`src/hdl/battery_thermal_charge_guard_unit_defines.svh`:
```
// Assertion macros shared by the guard RTL.
// Define NO_ASSERTIONS to compile every check away.
`ifndef BATTERY_THERMAL_CHARGE_GUARD_UNIT_DEFINES_SVH
`define BATTERY_THERMAL_CHARGE_GUARD_UNIT_DEFINES_SVH

`ifndef NO_ASSERTIONS

// Check on every clock edge, skipped while reset is asserted.
`define BTCG_ASSERT(label, prop) \
    label: assert property (@(posedge clk) disable iff (!rst_n) prop) \
        else $error("battery guard assertion failed");

// Check on every clock edge, reset included.
`define BTCG_ASSERT_ALWAYS(label, prop) \
    label: assert property (@(posedge clk) prop) \
        else $error("battery guard assertion failed");

`else

`define BTCG_ASSERT(label, prop)
`define BTCG_ASSERT_ALWAYS(label, prop)

`endif

`endif

```
`src/hdl/btcg_pkg.sv`:
```
package btcg_pkg;

    // Rule set selected by the version register
    typedef enum logic [2:0] {
        VER_V18         = 3'd0,
        VER_V18_CARRIER = 3'd1,
        VER_V19         = 3'd2,
        VER_V20         = 3'd3,
        VER_V21         = 3'd4
    } ver_t;

    // Thermal levels
    typedef enum logic [2:0] {
        TH_COLD     = 3'd0,
        TH_COOL     = 3'd1,
        TH_NORMAL   = 3'd2,
        TH_HIGH     = 3'd3,
        TH_OVERHEAT = 3'd4
    } thermal_t;

    // Health codes
    typedef enum logic [1:0] {
        HEALTH_GOOD     = 2'd0,
        HEALTH_OVERHEAT = 2'd1,
        HEALTH_COLD     = 2'd2
    } health_t;

    // Register indexes on the configuration port
    typedef enum logic [1:0] {
        REG_VERSION      = 2'd0,
        REG_FCC_LIMIT    = 2'd1,
        REG_VFLOAT_LIMIT = 2'd2
    } reg_idx_t;

    localparam int PADDR_W = 4;

    // Input and register limits
    localparam logic signed [10:0] TEMP_MIN    = -11'sd400;
    localparam logic signed [10:0] TEMP_MAX    = 11'sd1000;
    localparam logic [22:0]        VOLT_MAX_UV = 23'd5000000;
    localparam logic [11:0]        FCC_MAX     = 12'd4000;
    localparam logic [12:0]        VFLOAT_MAX  = 13'd5000;
    localparam logic [11:0]        FCC_RESET   = 12'd1000;
    localparam logic [12:0]        VFLOAT_RESET = 13'd4000;
    localparam logic [9:0]         UV_PER_MV   = 10'd1000;
    localparam logic [12:0]        COOL_HV_FCC = 13'd500;

    // No vote
    localparam logic signed [12:0] NO_VOTE_MA = -13'sd1;
    localparam logic signed [13:0] NO_VOTE_MV = -14'sd1;

    // Thermal thresholds, start and release, in 0.1 degC
    localparam logic signed [10:0] V18_OH_START   = 11'sd550;
    localparam logic signed [10:0] V18_OH_REL     = 11'sd520;
    localparam logic signed [10:0] V18_HI_START   = 11'sd450;
    localparam logic signed [10:0] V18_HI_REL     = 11'sd430;
    localparam logic signed [10:0] V18_COLD_START = -11'sd100;
    localparam logic signed [10:0] V18_COLD_REL   = -11'sd50;

    localparam logic signed [10:0] CAR_OH_START   = 11'sd530;
    localparam logic signed [10:0] CAR_OH_REL     = 11'sd520;
    localparam logic signed [10:0] CAR_HI_START   = 11'sd450;
    localparam logic signed [10:0] CAR_HI_REL     = 11'sd440;
    localparam logic signed [10:0] CAR_COLD_START = -11'sd50;
    localparam logic signed [10:0] CAR_COLD_REL   = -11'sd40;

    localparam logic signed [10:0] NEW_OH_START   = 11'sd550;
    localparam logic signed [10:0] NEW_OH_REL     = 11'sd520;
    localparam logic signed [10:0] NEW_HI_START   = 11'sd450;
    localparam logic signed [10:0] NEW_HI_REL     = 11'sd430;
    localparam logic signed [10:0] NEW_COLD_START = 11'sd0;
    localparam logic signed [10:0] NEW_COLD_REL   = 11'sd30;
    localparam logic signed [10:0] NEW_COOL_START = 11'sd100;
    localparam logic signed [10:0] NEW_COOL_REL   = 11'sd120;

    // Configuration seen by the datapath
    typedef struct packed {
        ver_t        version;
        logic [11:0] fcc_limit_ma;
        logic [12:0] vfloat_limit_mv;
        logic [22:0] vthr_uv;   // lowest voltage in uV that counts as high
    } cfg_t;

    // Enter a hot level above start, drop one level below release
    function automatic thermal_t hi_step(thermal_t st, logic signed [10:0] t,
                                         thermal_t lvl, logic signed [10:0] start,
                                         logic signed [10:0] rel);
        thermal_t s;
        s = st;
        if (t > start && s < lvl)
        begin
            s = lvl;
        end
        if (s == lvl && t < rel)
        begin
            s = thermal_t'(s - 3'd1);
        end
        return s;
    endfunction

    // Enter a cold level below start, rise one level above release
    function automatic thermal_t lo_step(thermal_t st, logic signed [10:0] t,
                                         thermal_t lvl, logic signed [10:0] start,
                                         logic signed [10:0] rel);
        thermal_t s;
        s = st;
        if (t < start && s > lvl)
        begin
            s = lvl;
        end
        if (s == lvl && t > rel)
        begin
            s = thermal_t'(s + 3'd1);
        end
        return s;
    endfunction

    // Next thermal level for a known version
    function automatic thermal_t thermal_next(ver_t ver, thermal_t st,
                                              logic signed [10:0] t);
        thermal_t s;
        s = st;
        if (ver == VER_V18)
        begin
            s = hi_step(s, t, TH_OVERHEAT, V18_OH_START, V18_OH_REL);
            s = hi_step(s, t, TH_HIGH, V18_HI_START, V18_HI_REL);
            s = lo_step(s, t, TH_COLD, V18_COLD_START, V18_COLD_REL);
        end
        else if (ver == VER_V18_CARRIER)
        begin
            s = hi_step(s, t, TH_OVERHEAT, CAR_OH_START, CAR_OH_REL);
            s = hi_step(s, t, TH_HIGH, CAR_HI_START, CAR_HI_REL);
            s = lo_step(s, t, TH_COLD, CAR_COLD_START, CAR_COLD_REL);
        end
        else
        begin
            s = hi_step(s, t, TH_OVERHEAT, NEW_OH_START, NEW_OH_REL);
            s = hi_step(s, t, TH_HIGH, NEW_HI_START, NEW_HI_REL);
            s = lo_step(s, t, TH_COLD, NEW_COLD_START, NEW_COLD_REL);
            s = lo_step(s, t, TH_COOL, NEW_COOL_START, NEW_COOL_REL);
        end
        // Older rule sets have no cool level
        if (ver <= VER_V18_CARRIER && s == TH_COOL)
        begin
            s = TH_NORMAL;
        end
        return s;
    endfunction

endpackage

```
`src/hdl/btcg_if.sv`:
```
// Battery sample channel
interface btcg_sample_if;
    logic               valid;
    logic               ready;
    logic signed [10:0] temp_decideg;
    logic [22:0]        voltage_uv;

    modport source (output valid, output temp_decideg, output voltage_uv, input ready);
    modport sink (input valid, input temp_decideg, input voltage_uv, output ready);
endinterface

// Guard result channel
interface btcg_result_if;
    logic               valid;
    logic               ready;
    logic [2:0]         thermal_state;
    logic               voltage_high;
    logic [1:0]         health;
    logic signed [12:0] current_vote_ma;
    logic signed [13:0] float_vote_mv;

    modport source (output valid, output thermal_state, output voltage_high,
                    output health, output current_vote_ma, output float_vote_mv,
                    input ready);
    modport sink (input valid, input thermal_state, input voltage_high,
                  input health, input current_vote_ma, input float_vote_mv,
                  output ready);
endinterface

```
`src/hdl/btcg_cfg.sv`:
```
module btcg_cfg (
    input  logic                           clk,
    input  logic                           rst_n,
    input  logic                           psel,
    input  logic                           penable,
    input  logic                           pwrite,
    input  logic [btcg_pkg::PADDR_W-1:0]   paddr,
    input  logic [31:0]                    pwdata,
    output logic [31:0]                    prdata,
    output logic                           pready,
    output btcg_pkg::cfg_t                 cfg
);

    btcg_pkg::ver_t    version_reg;
    logic [11:0]       fcc_reg;
    logic [12:0]       vfloat_reg;
    logic [22:0]       vthr_reg;
    logic [11:0]       fcc_sat;
    logic [12:0]       vfloat_sat;
    logic [22:0]       vthr_next;
    logic              wr_en;
    btcg_pkg::reg_idx_t idx;

    assign pready = 1'b1;
    assign wr_en  = psel && penable && pwrite;
    assign idx    = btcg_pkg::reg_idx_t'(paddr[3:2]);

    // Saturate written limits
    assign fcc_sat    = (pwdata[11:0] > btcg_pkg::FCC_MAX) ? btcg_pkg::FCC_MAX : pwdata[11:0];
    assign vfloat_sat = (pwdata[12:0] > btcg_pkg::VFLOAT_MAX) ?
                        btcg_pkg::VFLOAT_MAX : pwdata[12:0];
    // mV > limit holds exactly when uV >= (limit + 1) * 1000
    assign vthr_next  = 23'((23'(vfloat_sat) + 23'd1) * 23'(btcg_pkg::UV_PER_MV));

    // Write registers
    always_ff @(posedge clk or negedge rst_n)
    begin
        if (!rst_n)
        begin
            version_reg <= btcg_pkg::VER_V18;
            fcc_reg     <= btcg_pkg::FCC_RESET;
            vfloat_reg  <= btcg_pkg::VFLOAT_RESET;
            vthr_reg    <= 23'((23'(btcg_pkg::VFLOAT_RESET) + 23'd1)
                               * 23'(btcg_pkg::UV_PER_MV));
        end
        else if (wr_en)
        begin
            unique case (idx)
                btcg_pkg::REG_VERSION:
                begin
                    version_reg <= btcg_pkg::ver_t'(pwdata[2:0]);
                end
                btcg_pkg::REG_FCC_LIMIT:
                begin
                    fcc_reg <= fcc_sat;
                end
                btcg_pkg::REG_VFLOAT_LIMIT:
                begin
                    vfloat_reg <= vfloat_sat;
                    vthr_reg   <= vthr_next;
                end
                default:
                begin
                    // drop writes to unmapped addresses
                end
            endcase
        end
    end

    // Read back
    always_comb
    begin
        unique case (idx)
            btcg_pkg::REG_VERSION:      prdata = 32'(version_reg);
            btcg_pkg::REG_FCC_LIMIT:    prdata = 32'(fcc_reg);
            btcg_pkg::REG_VFLOAT_LIMIT: prdata = 32'(vfloat_reg);
            default:                    prdata = 32'd0;
        endcase
    end

    assign cfg.version         = version_reg;
    assign cfg.fcc_limit_ma    = fcc_reg;
    assign cfg.vfloat_limit_mv = vfloat_reg;
    assign cfg.vthr_uv         = vthr_reg;

endmodule

```
`src/hdl/btcg_front.sv`:
```
module btcg_front (
    input  logic                 clk,
    input  logic                 rst_n,
    btcg_sample_if.sink          sample,
    input  logic [22:0]          vthr_uv,
    input  logic                 advance,
    output logic                 s1_valid,
    output logic signed [10:0]   s1_temp,
    output logic                 s1_vhigh
);

    logic               valid_reg;
    logic signed [10:0] temp_reg;
    logic               vhigh_reg;
    logic signed [10:0] temp_sat;
    logic [22:0]        uv_sat;
    logic               accept;

    // Take a request when the stage is empty or draining this cycle
    assign sample.ready = !valid_reg || advance;
    assign accept       = sample.valid && sample.ready;

    // Saturate temperature and voltage
    always_comb
    begin
        priority if (sample.temp_decideg < btcg_pkg::TEMP_MIN)
        begin
            temp_sat = btcg_pkg::TEMP_MIN;
        end
        else if (sample.temp_decideg > btcg_pkg::TEMP_MAX)
        begin
            temp_sat = btcg_pkg::TEMP_MAX;
        end
        else
        begin
            temp_sat = sample.temp_decideg;
        end
        uv_sat = (sample.voltage_uv > btcg_pkg::VOLT_MAX_UV) ?
                 btcg_pkg::VOLT_MAX_UV : sample.voltage_uv;
    end

    // Hold stage valid
    always_ff @(posedge clk or negedge rst_n)
    begin
        if (!rst_n)
        begin
            valid_reg <= 1'b0;
        end
        else if (sample.ready)
        begin
            valid_reg <= sample.valid;
        end
    end

    // Load payload
    always_ff @(posedge clk)
    begin
        if (accept)
        begin
            temp_reg  <= temp_sat;
            vhigh_reg <= (uv_sat >= vthr_uv);
        end
    end

    assign s1_valid = valid_reg;
    assign s1_temp  = temp_reg;
    assign s1_vhigh = vhigh_reg;

endmodule

```
`src/hdl/btcg_core.sv`:
```
`include "battery_thermal_charge_guard_unit_defines.svh"

module btcg_core (
    input  logic                 clk,
    input  logic                 rst_n,
    input  btcg_pkg::cfg_t       cfg,
    input  logic                 s1_valid,
    input  logic signed [10:0]   s1_temp,
    input  logic                 s1_vhigh,
    output logic                 advance,
    btcg_result_if.source        result
);

    btcg_pkg::thermal_t thermal_reg;
    btcg_pkg::thermal_t thermal_next;
    logic               volt_reg;
    logic               volt_next;
    logic               out_valid_reg;
    logic               out_valid_next;
    btcg_pkg::thermal_t st_new;
    logic               ver_ok;
    logic               update;
    logic               emit;
    btcg_pkg::health_t  health_c;
    logic signed [12:0] fcc_c;
    logic signed [13:0] vfl_c;
    btcg_pkg::thermal_t o_state_reg;
    logic               o_vhigh_reg;
    btcg_pkg::health_t  o_health_reg;
    logic signed [12:0] o_fcc_reg;
    logic signed [13:0] o_vfl_reg;

    // Move the sample on when the result slot is free or being taken
    assign advance = s1_valid && (!out_valid_reg || result.ready);
    assign ver_ok  = (cfg.version <= btcg_pkg::VER_V21);
    assign update  = advance && ver_ok;
    assign st_new  = btcg_pkg::thermal_next(cfg.version, thermal_reg, s1_temp);

    // Decide whether the change is worth reporting
    always_comb
    begin
        emit = (st_new != thermal_reg);
        if (s1_vhigh != volt_reg)
        begin
            if (st_new == btcg_pkg::TH_HIGH)
            begin
                emit = 1'b1;
            end
            if (cfg.version == btcg_pkg::VER_V21 && st_new == btcg_pkg::TH_COOL)
            begin
                emit = 1'b1;
            end
        end
    end

    // Build the votes and health
    always_comb
    begin
        fcc_c    = btcg_pkg::NO_VOTE_MA;
        vfl_c    = btcg_pkg::NO_VOTE_MV;
        health_c = btcg_pkg::HEALTH_GOOD;
        unique case (st_new)
            btcg_pkg::TH_COLD, btcg_pkg::TH_OVERHEAT:
            begin
                fcc_c = 13'sd0;
            end
            btcg_pkg::TH_HIGH:
            begin
                fcc_c = 13'sd0;
                if (!s1_vhigh)
                begin
                    fcc_c = 13'(cfg.fcc_limit_ma);
                    if (cfg.version >= btcg_pkg::VER_V20)
                    begin
                        vfl_c = 14'(cfg.vfloat_limit_mv);
                    end
                end
            end
            btcg_pkg::TH_COOL:
            begin
                if (cfg.version >= btcg_pkg::VER_V19)
                begin
                    fcc_c = 13'(cfg.fcc_limit_ma);
                end
                if (cfg.version == btcg_pkg::VER_V21 && s1_vhigh)
                begin
                    fcc_c = btcg_pkg::COOL_HV_FCC;
                end
            end
            default:
            begin
                // normal casts no vote
            end
        endcase
        if (cfg.version >= btcg_pkg::VER_V20)
        begin
            if (st_new == btcg_pkg::TH_OVERHEAT)
            begin
                health_c = btcg_pkg::HEALTH_OVERHEAT;
            end
            else if (st_new == btcg_pkg::TH_COLD)
            begin
                health_c = btcg_pkg::HEALTH_COLD;
            end
        end
    end

    // Next state and result valid
    always_comb
    begin
        thermal_next   = update ? st_new : thermal_reg;
        volt_next      = update ? s1_vhigh : volt_reg;
        out_valid_next = out_valid_reg;
        if (update && emit)
        begin
            out_valid_next = 1'b1;
        end
        else if (result.ready)
        begin
            out_valid_next = 1'b0;
        end
    end

    always_ff @(posedge clk or negedge rst_n)
    begin
        if (!rst_n)
        begin
            thermal_reg   <= btcg_pkg::TH_NORMAL;
            volt_reg      <= 1'b0;
            out_valid_reg <= 1'b0;
        end
        else
        begin
            thermal_reg   <= thermal_next;
            volt_reg      <= volt_next;
            out_valid_reg <= out_valid_next;
        end
    end

    // Load the result register
    always_ff @(posedge clk)
    begin
        if (update && emit)
        begin
            o_state_reg  <= st_new;
            o_vhigh_reg  <= s1_vhigh;
            o_health_reg <= health_c;
            o_fcc_reg    <= fcc_c;
            o_vfl_reg    <= vfl_c;
        end
    end

    assign result.valid           = out_valid_reg;
    assign result.thermal_state   = o_state_reg;
    assign result.voltage_high    = o_vhigh_reg;
    assign result.health          = o_health_reg;
    assign result.current_vote_ma = o_fcc_reg;
    assign result.float_vote_mv   = o_vfl_reg;

    // A pending request always mirrors the live state
    `BTCG_ASSERT(a_out_matches_state, out_valid_reg |-> (o_state_reg == thermal_reg && o_vhigh_reg == volt_reg))
    // Disabled versions leave the state alone
    `BTCG_ASSERT(a_bad_version_holds, (advance && !ver_ok) |=> $stable(thermal_reg))
    // No vote only in normal or cool
    `BTCG_ASSERT(a_no_vote_levels, (out_valid_reg && o_fcc_reg == btcg_pkg::NO_VOTE_MA) |-> (o_state_reg == btcg_pkg::TH_NORMAL || o_state_reg == btcg_pkg::TH_COOL))
    // Health is reported by the newer rule sets only
    `BTCG_ASSERT(a_health_version, (out_valid_reg && o_health_reg != btcg_pkg::HEALTH_GOOD) |-> (cfg.version >= btcg_pkg::VER_V20))
    // Result register comes out of reset empty
    `BTCG_ASSERT_ALWAYS(a_reset_empty, !rst_n |=> !out_valid_reg || rst_n)

endmodule

```
`src/hdl/battery_thermal_charge_guard_unit.sv`:
```
// Battery thermal charge guard. Takes one battery sample (temperature in 0.1 degC,
// voltage in uV) per clock unless the result channel stalls; tracks a five-level
// thermal state with hysteresis plus a voltage-high flag. A result (state, voltage
// flag, health, current vote, float vote, -1 = no vote) comes out only when the change
// matters. A sample is registered, then the state update and result are computed into
// the result register; one sample per cycle unless the result stalls. Registers on
// the APB port (byte address 4*i): version, fcc_limit_ma, vfloat_limit_mv; limits
// saturate at write, versions 5..7 drop samples. Write them only while the block is idle.
module battery_thermal_charge_guard_unit (
    input  logic                         clk,
    input  logic                         rst_n,
    btcg_sample_if.sink                  sample,
    btcg_result_if.source                result,
    input  logic                         psel,
    input  logic                         penable,
    input  logic                         pwrite,
    input  logic [btcg_pkg::PADDR_W-1:0] paddr,
    input  logic [31:0]                  pwdata,
    output logic [31:0]                  prdata,
    output logic                         pready
);

    btcg_pkg::cfg_t     cfg;
    logic               advance;
    logic               s1_valid;
    logic signed [10:0] s1_temp;
    logic               s1_vhigh;

    btcg_cfg u_cfg (
        .clk     (clk),
        .rst_n   (rst_n),
        .psel    (psel),
        .penable (penable),
        .pwrite  (pwrite),
        .paddr   (paddr),
        .pwdata  (pwdata),
        .prdata  (prdata),
        .pready  (pready),
        .cfg     (cfg)
    );

    btcg_front u_front (
        .clk      (clk),
        .rst_n    (rst_n),
        .sample   (sample),
        .vthr_uv  (cfg.vthr_uv),
        .advance  (advance),
        .s1_valid (s1_valid),
        .s1_temp  (s1_temp),
        .s1_vhigh (s1_vhigh)
    );

    btcg_core u_core (
        .clk      (clk),
        .rst_n    (rst_n),
        .cfg      (cfg),
        .s1_valid (s1_valid),
        .s1_temp  (s1_temp),
        .s1_vhigh (s1_vhigh),
        .advance  (advance),
        .result   (result)
    );

endmodule
```
`src/flat_wrapper.sv`:
```
// flat-port wrapper written by rule: the top's interface ports become plain ports
module battery_thermal_charge_guard_unit_flat 
  (clk, rst_n, psel, penable, pwrite, paddr, pwdata, prdata, pready, sample_valid, sample_temp_decideg, sample_voltage_uv, sample_ready, result_valid, result_thermal_state, result_voltage_high, result_health, result_current_vote_ma, result_float_vote_mv, result_ready);
  btcg_sample_if sample_i ();
  btcg_result_if result_i ();
  input  logic clk;
  input  logic rst_n;
  input  logic psel;
  input  logic penable;
  input  logic pwrite;
  input  logic [btcg_pkg::PADDR_W-1:0] paddr;
  input  logic [31:0] pwdata;
  output logic [31:0] prdata;
  output logic pready;
  input wire logic [$bits(sample_i.valid)-1:0] sample_valid;
  input wire logic [$bits(sample_i.temp_decideg)-1:0] sample_temp_decideg;
  input wire logic [$bits(sample_i.voltage_uv)-1:0] sample_voltage_uv;
  output wire logic [$bits(sample_i.ready)-1:0] sample_ready;
  output wire logic [$bits(result_i.valid)-1:0] result_valid;
  output wire logic [$bits(result_i.thermal_state)-1:0] result_thermal_state;
  output wire logic [$bits(result_i.voltage_high)-1:0] result_voltage_high;
  output wire logic [$bits(result_i.health)-1:0] result_health;
  output wire logic [$bits(result_i.current_vote_ma)-1:0] result_current_vote_ma;
  output wire logic [$bits(result_i.float_vote_mv)-1:0] result_float_vote_mv;
  input wire logic [$bits(result_i.ready)-1:0] result_ready;
  assign sample_i.valid = sample_valid;
  assign sample_i.temp_decideg = sample_temp_decideg;
  assign sample_i.voltage_uv = sample_voltage_uv;
  assign sample_ready = sample_i.ready;
  assign result_valid = result_i.valid;
  assign result_thermal_state = result_i.thermal_state;
  assign result_voltage_high = result_i.voltage_high;
  assign result_health = result_i.health;
  assign result_current_vote_ma = result_i.current_vote_ma;
  assign result_float_vote_mv = result_i.float_vote_mv;
  assign result_i.ready = result_ready;
  battery_thermal_charge_guard_unit u_core (.clk(clk), .rst_n(rst_n), .sample(sample_i), .result(result_i), .psel(psel), .penable(penable), .pwrite(pwrite), .paddr(paddr), .pwdata(pwdata), .prdata(prdata), .pready(pready));
endmodule
```
`config.mk`:
```
export PLATFORM = sky130hd
export DESIGN_NAME = battery_thermal_charge_guard_unit_flat
export DESIGN_NICKNAME = d
export VERILOG_FILES = /design/src/hdl/btcg_pkg.sv /design/src/hdl/btcg_if.sv /design/src/hdl/btcg_cfg.sv /design/src/hdl/btcg_front.sv /design/src/hdl/btcg_core.sv /design/src/hdl/battery_thermal_charge_guard_unit.sv /design/src/flat_wrapper.sv
export VERILOG_INCLUDE_DIRS = /design/src /design/src/hdl
export SDC_FILE = /design/constraint.sdc
export NUM_CORES = 1
export LEC_CHECK = 0
export ABC_AREA = 1
export BUFFER_PORTS_ARGS = -buffer_cell sky130_fd_sc_hd__buf_4
export CAP_MARGIN = 10
export CORE_MARGIN = 1
export CORE_UTILIZATION = 59
export CTS_BUF_LIST = sky130_fd_sc_hd__clkbuf_4
export CTS_CLUSTER_SIZE = 8
export DETAILED_ROUTE_END_ITERATION = 16
export PLACE_DENSITY_LB_ADDON = 0.15
export SETUP_SLACK_MARGIN = 0.3
export SLEW_MARGIN = 20
export SYNTH_ARGS = -nofsm -noshare
export SYNTH_HDL_FRONTEND = slang
export SYNTH_SLANG_ARGS = --single-unit
```
`constraint.sdc`:
```
create_clock -name clk -period 5 [get_ports clk]
set_clock_uncertainty 0.05 [all_clocks]
set_input_delay 0.5 -clock clk [delete_from_list [all_inputs] [get_ports clk]]
set_output_delay 0.5 -clock clk [all_outputs]
set_load 0.01 [all_outputs]
```
==> impl_metrics.toml, run 1 <==
[die]
start_util = 0.6119
die-width_um = 122.7
ioPinCount = 145
coreArea_mm2 = 0.01404
die_y_um = 122.7
floorplan.rows = 43
die_area_mm2 = 0.01505

[worst_hold_path]
holdPathStages = 1
hp-start = "sample_temp_decideg[10]"
holdPathEnd = "u_core.u_front.s1_temp[10]$_SDFFCE_PP1P_"
hp-class = "primary input to flop"

[grt]
antenna_found_initial = 1
grt_pass1_vias = 7415
grt_first_pass_wirelength_um = 35080
track_usage = 0.3039
grt_overflow_total = 0
grt_start_max_net_pins = 55

[critical_path]
r2r_cells = 35
critPathCaptureType = "flop"
reg2reg_slack_ns = 0.60
critPathRequiredTime_ns = 5.41
reg2reg_to = "u_core.u_core.result.health[0]$_SDFFCE_PP0P_"
startpoint_type = "primary input"
worstSetupPathType = "primary input to flop"
cp_slowest_cell = "fa_2"
worstPathArrival_ns = 5.93
cpPeakStageDelay_ns = 0.61
cp_max_fo = 5
r2r_start = "u_core.u_front.s1_temp[5]$_SDFFCE_PP1P_"

[layout]
largest_reg_flops = 20
area_growth_pct = 31.79
nNetsFinal = 1474
drive_gt1_frac = 0.3341

[synth]
synth_flop_cell = "edfxtp_1"
synth_top_area_frac = 0.1573
synthMostInstantiatedCell = "inv_1"
synthTopCellsByArea = "edfxtp_1 (16%), ha_1 (10%), fa_1 (10%), inv_1 (8.9%), dfrtp_1 (8.7%)"
ys_warn_count = 0
synth_edf_count = 45
avgSynthCellArea_um2 = 8.175
synth_cell_types = 53
yosys-top-cells-count = "inv_1 (203), nand2_1 (172), nor2_1 (81), ha_1 (72), o21ai_0 (68)"
synth_area_leader_cell = "edfxtp_1"
synth_area_mm2 = 0.008592
synthCells = 1051
synth-seq-area-share = 0.3180
synth-seq-cells = 99
async_reset_ff_frac = 0.5455

[route]
via_per_inst = 5.409
drt_iter0_markers = 624
vias = 7940
wl_per_cell_um = 14.95
wl_um = 21940
drtAntennaViolNets = 0
detail_route.first_pass.iterations = 6
drc_errors = 0

[cts]
cts_htree_levels = 3
cts.sinks = 99
clk_latency_ns = 0.51
cts.path.max_buffers = 2
cts_made_buffers = 9
cts_tree = "yes"
root_buffer = "clkbuf_4"
clkTransAtPathRegs_ns = 0.18

[placed_design]
pre_cts_slack_ns = -1.161
io_buffer_count = 103
dp_hpwl_um = 16850
routabilityCongestion = 0.9502

[sta]
fin_ws_ns = -0.5223
tightest_slew_ns = 0.7001
tns_ns = -2.940
hold_viol_final = 0
relSlewSlack = 0.5332
finalSetupViolCount = 9
report.final.slew_viol_count = 0
fmax_mhz = 181.1
rsz0062_at_grt = "true"
period_share = 1.104
period_needed_ns = 5.522

[power_and_ir_drop]
peakVddDrop_mv = 0.8188
power.density_mw_per_mm2 = 573.9
leakage_nw = 5.504

[run_status]
violations = "setup timing"
status = "finished with violations"

[run]
cap_viol_max_count = 0
==> through the flow <==
stage | power, mW | hold WS [ns] | cells | instance area, µm² | utilization
2_1_floorplan | 3.924 | 0.1544 | 1075 | 9005 | -
3_3_place_gp | 5.110 | 0.4171 | 1428 | 10580 | 0.7533
4_1_cts | 6.026 | 0.1351 | 1457 | 11030 | 0.7852
6_report | 6.499 | 0.1392 | 1468 | 11320 | 0.8064
5_1_grt | 7.032 | 0.1130 | 1468 | 11320 | 0.8064
3_5_place_dp | 5.246 | 0.4297 | 1428 | 10580 | 0.7533
==> power breakdown <==
part	switching, mW	leakage, nW	internal [mW]
Clock	0.340	0.0837	0.128
Combinational	2.46	4.41	2.22
Sequential	0.121	1.01	1.23
==> logic make-up after synthesis <==
kind of cell    count (synthesis)  share of synthesized area
other cells                     2                  0.0008741
xor+xnor                       18                    0.01835
buf+inv                       253                     0.1235
compound gates                159                     0.1098
simple gates                  405                     0.2244
fa+ha+maj                     115                     0.2050
flops                          99                     0.3180
==> final cells by class <==
class,instances,area (µm²)
Multi-Input combinational cell,723,5509
Sequential cell,99,2733
Fill cell,925,2719
Timing Repair Buffer,236,1889
Inverter,213,808.3
Tap cell,180,225.2
Clock inverter,7,88.84
Clock buffer,9,67.56
Antenna cell,1,2.502
==> layout by cell type (no fill, tap or decap), types with 5 or more instances in the layout <==
master    count
clkbuf_4      9
nand3_1      63
nand2_1     164
nor3_1        8
nor2_1       67
or2_2         9
nand2_2      17
o22ai_1      10
o21ai_2       5
inv_1       188
buf_6         8
buf_4       221
o21ai_1      10
nand3_2       9
a21oi_1      26
edfxtp_1     45
nand4_1      18
dfstp_2      24
o211ai_1     13
conb_1       26
ha_4         14
nor2_4        8
nand2_4      13
dfrtp_1      30
ha_1         58
nor2_2       11
a21oi_2      10
fa_1         41
nor4_1        5
inv_2        21
o21ai_0      53
==> per-layer routing <==
| layer | vias up | share of wire | GRT usage |
|---|---|---|---|
| met2 | 318 | 0.49 | 0.5176 |
| met3 | 74 | 0.057 | 0.03903 |
| met4 | 0 | 0.044 | 0.1296 |
| li1 | 3820 | - | - |
| met5 | - | 0 | 0 |
| met1 | 3728 | 0.40 | 0.3881 |
==> worst max-delay path, delay by kind of cell <==
family / cells / cell delay [ns]
fa+ha+maj: 6 / 2.54
compound gates: 6 / 0.70
simple gates: 12 / 1.47
buf+inv: 5 / 0.56
xor+xnor: 1 / 0.14
==> worst max path at each step <==
stage,start,to,slack (ns),cells after the start
finish,pwdata[10],u_core.u_cfg.vthr_reg[21]$_DFFE_PN1P_,-0.52,30
global route,pwdata[10],u_core.u_cfg.vthr_reg[21]$_DFFE_PN1P_,-0.77,30
floorplan,pwdata[5],u_core.u_cfg.vthr_reg[22]$_DFFE_PN0P_,-0.94,31
CTS,pwdata[6],u_core.u_cfg.vthr_reg[21]$_DFFE_PN1P_,-0.39,29
detailed placement,pwdata[5],u_core.u_cfg.vthr_reg[22]$_DFFE_PN0P_,-1.16,30
global placement,pwdata[5],u_core.u_cfg.vthr_reg[22]$_DFFE_PN0P_,-1.01,33
==> timing repair <==
action / in CTS / in global routing
cloned: 0 / 3
endpoints found under the hold margin: 30 / 0
gates resized for setup: 41 / 38
pin swaps: 56 / 30
hold buffers: 1 / 0
setup endpoints to repair: 12 / 72
buffers inserted: 12 / 7
(Power assumes the default switching activity.)
==> inputs of run 2 (changes only) <==
--- a/config.mk
+++ b/config.mk
@@ -15,6 +15,7 @@
 export CTS_CLUSTER_SIZE = 8
 export DETAILED_ROUTE_END_ITERATION = 16
 export PLACE_DENSITY_LB_ADDON = 0.15
+export RECOVER_POWER = 50
 export SETUP_SLACK_MARGIN = 0.3
 export SLEW_MARGIN = 20
 export SYNTH_ARGS = -nofsm -noshare
==> run 2 against run 1 <==
  * The flow finishes with violations (capacitance limit, slew limit, setup timing)
  * Maximum frequency hardly changed
  * Global-route usage stayed put
  * Via count hardly changed
  * Die area stayed put
  * Sequential cell count stayed put
  * First-iteration DRC count is 6.4% lower
  * Combinational power hardly changed
  * Clock power hardly changed
  * Core utilization is 0.13 points lower
  * Critical path type unchanged
==> impl_metrics.toml, run 2 (synthesis results as in run 1) <==
[power_and_ir_drop]
leakage_nw = 5.485
p_comb_frac = 0.720
p_int_mw = 3.574
p_sw_frac = 0.4498
power.total_mw = 6.495
pwr-share-clk = 0.072
peakVddDrop_mv = 0.8188
power_switching_mw = 2.921
p_seq_frac = 0.208
power.density_mw_per_mm2 = 574.5

[critical_path]
critPathCaptureType = "flop"
r2r_cells = 34
worstPathArrival_ns = 5.93
endpoint = "u_core.u_cfg.vthr_reg[21]$_DFFE_PN1P_"
critPathRequiredTime_ns = 5.40
cp_slowest_cell = "fa_2"
worstSetupPathType = "primary input to flop"
cpPeakStageDelay_ns = 0.61
critPathLaunch = "pwdata[10]"
cp_max_fo = 5
r2r_start = "u_core.u_front.s1_temp[5]$_SDFFCE_PP1P_"
startpoint_type = "primary input"
reg2reg_to = "u_core.u_core.result.health[0]$_SDFFCE_PP0P_"
reg2reg_slack_ns = 0.61

[cts]
cts_made_buffers = 9
cts_htree_levels = 3
cts.sinks = 99
cts_tree = "yes"
clk_latency_ns = 0.51
cts.path.max_buffers = 2
clkTransAtPathRegs_ns = 0.18
root_buffer = "clkbuf_4"

[placed_design]
pre_cts_slack_ns = -1.161
dp_hpwl_um = 16850
routabilityCongestion = 0.9502
io_buffer_count = 103

[grt]
use_met2 = 0.5176
track_usage = 0.3039
grt_start_max_net_pins = 55
grt_overflow_total = 0
grtUsageMet1 = 0.3881
grt_pass1_vias = 7415
met3_usage = 0.03903
antenna_found_initial = 1
grt_first_pass_wirelength_um = 35080
grt_busiest_layer = "met2"

[sta]
finalSetupViolCount = 9
period_share = 1.105
rsz0062_at_grt = "true"
relSlewSlack = -0.9455
tightest_slew_ns = 2.918
hold_viol_final = 0
period_needed_ns = 5.523
fin_ws_ns = -0.5229
fmax_mhz = 181.1
report.final.slew_viol_count = 55

[route]
drc_errors = 0
wl_per_cell_um = 14.96
drt_iter0_markers = 584
drtAntennaViolNets = 0
detail_route.first_pass.iterations = 7
via_per_inst = 5.407
wl_um = 21970
vias = 7938

[die]
start_util = 0.6119
die-width_um = 122.7
ioPinCount = 145
coreArea_mm2 = 0.01404
die_y_um = 122.7
die_area_mm2 = 0.01505
floorplan.rows = 43

[run_status]
violations = "capacitance limit, slew limit, setup timing"
status = "finished with violations"

[layout]
area_growth_pct = 31.57
fillers = 934
largest_reg_flops = 20
nNetsFinal = 1474
layout_common_cells = "buf_4 (215), inv_1 (188), nand2_1 (164), nor2_1 (67), nand3_1 (63)"
drive_gt1_frac = 0.3302
mostFrequentLayoutCell = "buf_4"

[run]
cap_viol_max_count = 1

[worst_hold_path]
hp-class = "primary input to flop"
-- run 2: cell type report --
| cell class | instances | area, µm² | area share |
|---|---|---|---|
| antenna | 1 | 2.502 | 0.0002214 |
| timing repair buffer | 236 | 1871 | 0.1655 |
| clock inverter | 7 | 88.84 | 0.007858 |
| multi-input combinational | 723 | 5509 | 0.4873 |
| clock buffer | 9 | 67.56 | 0.005977 |
| tap | 180 | 225.2 | 0.01992 |
| inverter | 213 | 808.3 | 0.07150 |
| sequential | 99 | 2733 | 0.2417 |
-- run 2: worst max-delay path: cells and delay by family --
family / cells / cell delay [ns]
compound gates: 6 / 0.70
xor+xnor: 1 / 0.14
fa+ha+maj: 6 / 2.54
simple gates: 12 / 1.48
buf+inv: 5 / 0.56
-- run 2: power by group through the flow --
stage	sequential, mW	clock [mW]	combinational [mW]
2_1_floorplan	1.38	0	2.54
3_3_place_gp	1.36	0	3.75
4_1_cts	1.35	0.466	4.21
5_1_grt	1.38	0.499	5.15
6_report	1.35	0.467	4.68
3_5_place_dp	1.37	0	3.88
-- run 2: how the worst min path moves through the flow --
stage	endpoint	startpoint	slack (ns)	depth (start not counted)
detailed placement	u_core.u_cfg.vfloat_reg[10]$_DFFE_PN1P_	u_core.u_cfg.vfloat_reg[10]$_DFFE_PN1P_	0.43	2
global route	u_core.u_front.s1_valid$_DFFE_PN0N_	sample_valid	0.19	3
CTS	u_core.u_front.s1_temp[10]$_SDFFCE_PP1P_	sample_temp_decideg[10]	0.14	1
floorplan	u_core.u_cfg.fcc_reg[0]$_DFFE_PN0P_	rst_n	0.15	0
finish	u_core.u_core.result.valid$_DFFE_PN0P_	result_ready	0.17	4
global placement	u_core.u_cfg.vfloat_reg[3]$_DFFE_PN0P_	u_core.u_cfg.vfloat_reg[3]$_DFFE_PN0P_	0.42	2
-- run 2: repair_timing --
action | 4_1_cts | 5_1_grt
gates resized for setup | 41 | 38
hold endpoints to repair | 30 | 0
endpoints found under the setup margin | 12 | 72
pin swaps | 56 | 30
gates cloned | 0 | 3
hold buffers | 1 | 0
setup buffers | 12 | 7
-- run 2: through the flow --
stage               setup TNS (ns)  std cells  area, µm²  hold WS [ns]  utilization
finish                      -2.935       1468      11300        0.1727       0.8050
global route                -5.424       1468      11300        0.1882       0.8050
CTS                         -2.137       1457      11030        0.1351       0.7852
detailed placement          -8.889       1428      10580        0.4297       0.7533
global placement            -7.942       1428      10580        0.4171       0.7533
floorplan                   -5.268       1075       9005        0.1544            -
-- run 2: metal layers --
metal,vias up,part of all wire
li1,3821,-
met1,3710,0.40
met2,339,0.50
met3,68,0.061
met4,0,0.042
met5,-,0
==> inputs of run 3 (changes only) <==
--- a/config.mk
+++ b/config.mk
@@ -7,13 +7,13 @@
 export NUM_CORES = 1
 export LEC_CHECK = 0
 export ABC_AREA = 1
-export BUFFER_PORTS_ARGS = -buffer_cell sky130_fd_sc_hd__buf_4
 export CAP_MARGIN = 10
 export CORE_MARGIN = 1
-export CORE_UTILIZATION = 59
+export CORE_UTILIZATION = 50
 export CTS_BUF_LIST = sky130_fd_sc_hd__clkbuf_4
 export CTS_CLUSTER_SIZE = 8
 export DETAILED_ROUTE_END_ITERATION = 16
+export DONT_BUFFER_PORTS = 1
 export PLACE_DENSITY_LB_ADDON = 0.15
 export RECOVER_POWER = 50
 export SETUP_SLACK_MARGIN = 0.3
==> constraint.sdc (replaced) <==
create_clock -name clk -period 5.66 [get_ports clk]
set_clock_uncertainty 0.05 [all_clocks]
set_input_delay 0.566 -clock clk [delete_from_list [all_inputs] [get_ports clk]]
set_output_delay 0.566 -clock clk [all_outputs]
set_load 0.01 [all_outputs]
==> run 3 against run 2 <==
  * The flow finishes with violations (capacitance limit, slew limit)
  * First-iteration DRC count fell by 51%
  * Global-route usage fell by 7.1 points
  * Worst hold slack got worse by 0.046 ns
  * Critical path depth fell by 2
  * Highest routed layer unchanged
  * Design area fell by 9.5%
  * Critical path type unchanged
  * Non-clock buffer count fell by 122
  * Register-to-register slack improved by 0.46 ns
  * Die area rose by 18%
  * Clock power fell by 16%
  * Sequential power fell by 8%
  * Routed wire length fell by 10%
==> impl_metrics.toml, run 3 (synthesis results as in run 1) <==
[cts]
cts.path.max_buffers = 2
clk_latency_ns = 0.49
cts_tree = "yes"
cts.sinks = 99
cts_htree_levels = 3
clkTransAtPathRegs_ns = 0.17
cts_made_buffers = 9
root_buffer = "clkbuf_4"

[grt]
grt_overflow_total = 0
grt_start_max_net_pins = 55
grt_pass1_vias = 6823
grt_first_pass_wirelength_um = 32620
antenna_found_initial = 1
track_usage = 0.2327

[die]
floorplan.rows = 47
coreArea_mm2 = 0.01670
die_y_um = 133.1
die-width_um = 133.1
die_area_mm2 = 0.01771
start_util = 0.5145
ioPinCount = 145

[power_and_ir_drop]
power.density_mw_per_mm2 = 500.0
peakVddDrop_mv = 0.5559
power.total_mw = 5.114
leakage_nw = 4.838

[critical_path]
cp_slowest_cell = "fa_2"
critPathRequiredTime_ns = 6.03
worstPathArrival_ns = 5.82
cpPeakStageDelay_ns = 0.61
critPathCaptureType = "flop"
cp_common_cell = "buf_4"
worstSetupPathType = "primary input to flop"
startpoint_type = "primary input"
cp_max_fo = 5

[placed_design]
io_buffer_count = 0
dp_hpwl_um = 15780
routabilityCongestion = 0.8801
pre_cts_slack_ns = -0.4405
place_inst = 1339

[sta]
rsz0062_at_grt = "true"
period_needed_ns = 5.451
relSlewSlack = -1.021
fmax_mhz = 183.5
hold_viol_final = 0
finalSetupViolCount = 0
tightest_slew_ns = 3.032
fin_ws_ns = 0.2091
period_share = 0.9631
report.final.slew_viol_count = 55

[route]
wl_per_cell_um = 14.18
drt_iter0_markers = 286
drtAntennaViolNets = 0
wl_um = 19670
via_per_inst = 5.105
drc_errors = 0
vias = 7081
detail_route.first_pass.iterations = 5

[layout]
register_area_mm2 = 0.002733
fillers = 1497
stdcell_count = 1387
mostFrequentLayoutCell = "inv_1"
multiInputGateArea_mm2 = 0.005405
nNetsFinal = 1352
largest_reg_flops = 20
area_growth_pct = 19.05
layout_common_cells = "inv_1 (186), nand2_1 (163), buf_4 (109), nor2_1 (68), nand3_1 (63)"
drive_gt1_frac = 0.2592

[worst_hold_path]
hp-class = "primary input to flop"

[run_status]
status = "finished with violations"
violations = "capacitance limit, slew limit"

[run]
cap_viol_max_count = 1
[run 3: area by class of cell]
class,count,area share
antenna,2,0.0004893
sequential,99,0.2672
tap,220,0.02691
inverter,213,0.07829
timing repair buffer,114,0.08465
clock inverter,7,0.007462
multi-input combinational,723,0.5284
clock buffer,9,0.006605
[run 3: power breakdown]
group	leakage (nW)	total, mW	internal [mW]	switching (mW)
Clock	0.0796	0.394	0.109	0.285
Sequential	1.01	1.24	1.09	0.150
Combinational	3.75	3.48	1.65	1.83
Total	4.84	5.11	2.85	2.26
[run 3: worst paths after layout]
kind | from | endpoint | slack [ns] | cells after the start
setup / recovery | pwdata[5] | u_core.u_cfg.vthr_reg[19]$_DFFE_PN1P_ | 0.21 | 28
hold / removal | sample_temp_decideg[10] | u_core.u_front.s1_temp[10]$_SDFFCE_PP1P_ | 0.13 | 0
setup reg to reg | u_core.u_front.s1_temp[6]$_SDFFCE_PP1P_ | u_core.u_core.result.current_vote_ma[0]$_DFFE_PP_ | 1.07 | 33
hold reg to reg | u_core.u_cfg.vthr_reg[17]$_DFFE_PN0P_ | u_core.u_cfg.vthr_reg[17]$_DFFE_PN0P_ | 0.45 | 2
max in group asynchronous | rst_n | u_core.u_cfg.vthr_reg[17]$_DFFE_PN0P_ | 2.26 | 2
min in group asynchronous | rst_n | u_core.u_cfg.version_reg[2]$_DFFE_PN0P_ | 1.61 | 2
[run 3: critical path, delay by kind of cell]
family | cells | cell delay (ns)
fa+ha+maj | 5 | 2.35
buf+inv | 8 | 0.97
simple gates | 7 | 0.92
compound gates | 7 | 0.91
xor+xnor | 1 | 0.10
[run 3: metal layers]
| metal | track usage | vias up | wire, µm |
|---|---|---|---|
| li1 | - | 3588 | - |
| met1 | 0.3099 | 3263 | 8827 |
| met2 | 0.3778 | 196 | 9103 |
| met3 | 0.04330 | 34 | 1174 |
| met4 | 0.08365 | 0 | 564 |
| met5 | 0 | - | 0 |
[run 3: timing repair]
action / 4_1_cts / 5_1_grt
endpoints found under the setup margin: 5 / 7
hold endpoints to repair: 54 / 0
resized for setup: 33 / 21
setup buffers: 16 / 12
hold buffers: 2 / 0
pin swaps: 49 / 51
[run 3: through the flow]
step | hold slack [ns] | TNS, ns | util | area [µm²]
after floorplan | 0.2204 | -0.6363 | - | 8996
after global placement | 0.2230 | -1.411 | 0.5771 | 9638
after detailed placement | 0.2231 | -1.669 | 0.5771 | 9638
after CTS | 0.09561 | 0 | 0.6038 | 10080
after global routing | 0.09384 | -0.08694 | 0.6123 | 10230
final | 0.1263 | 0 | 0.6125 | 10230
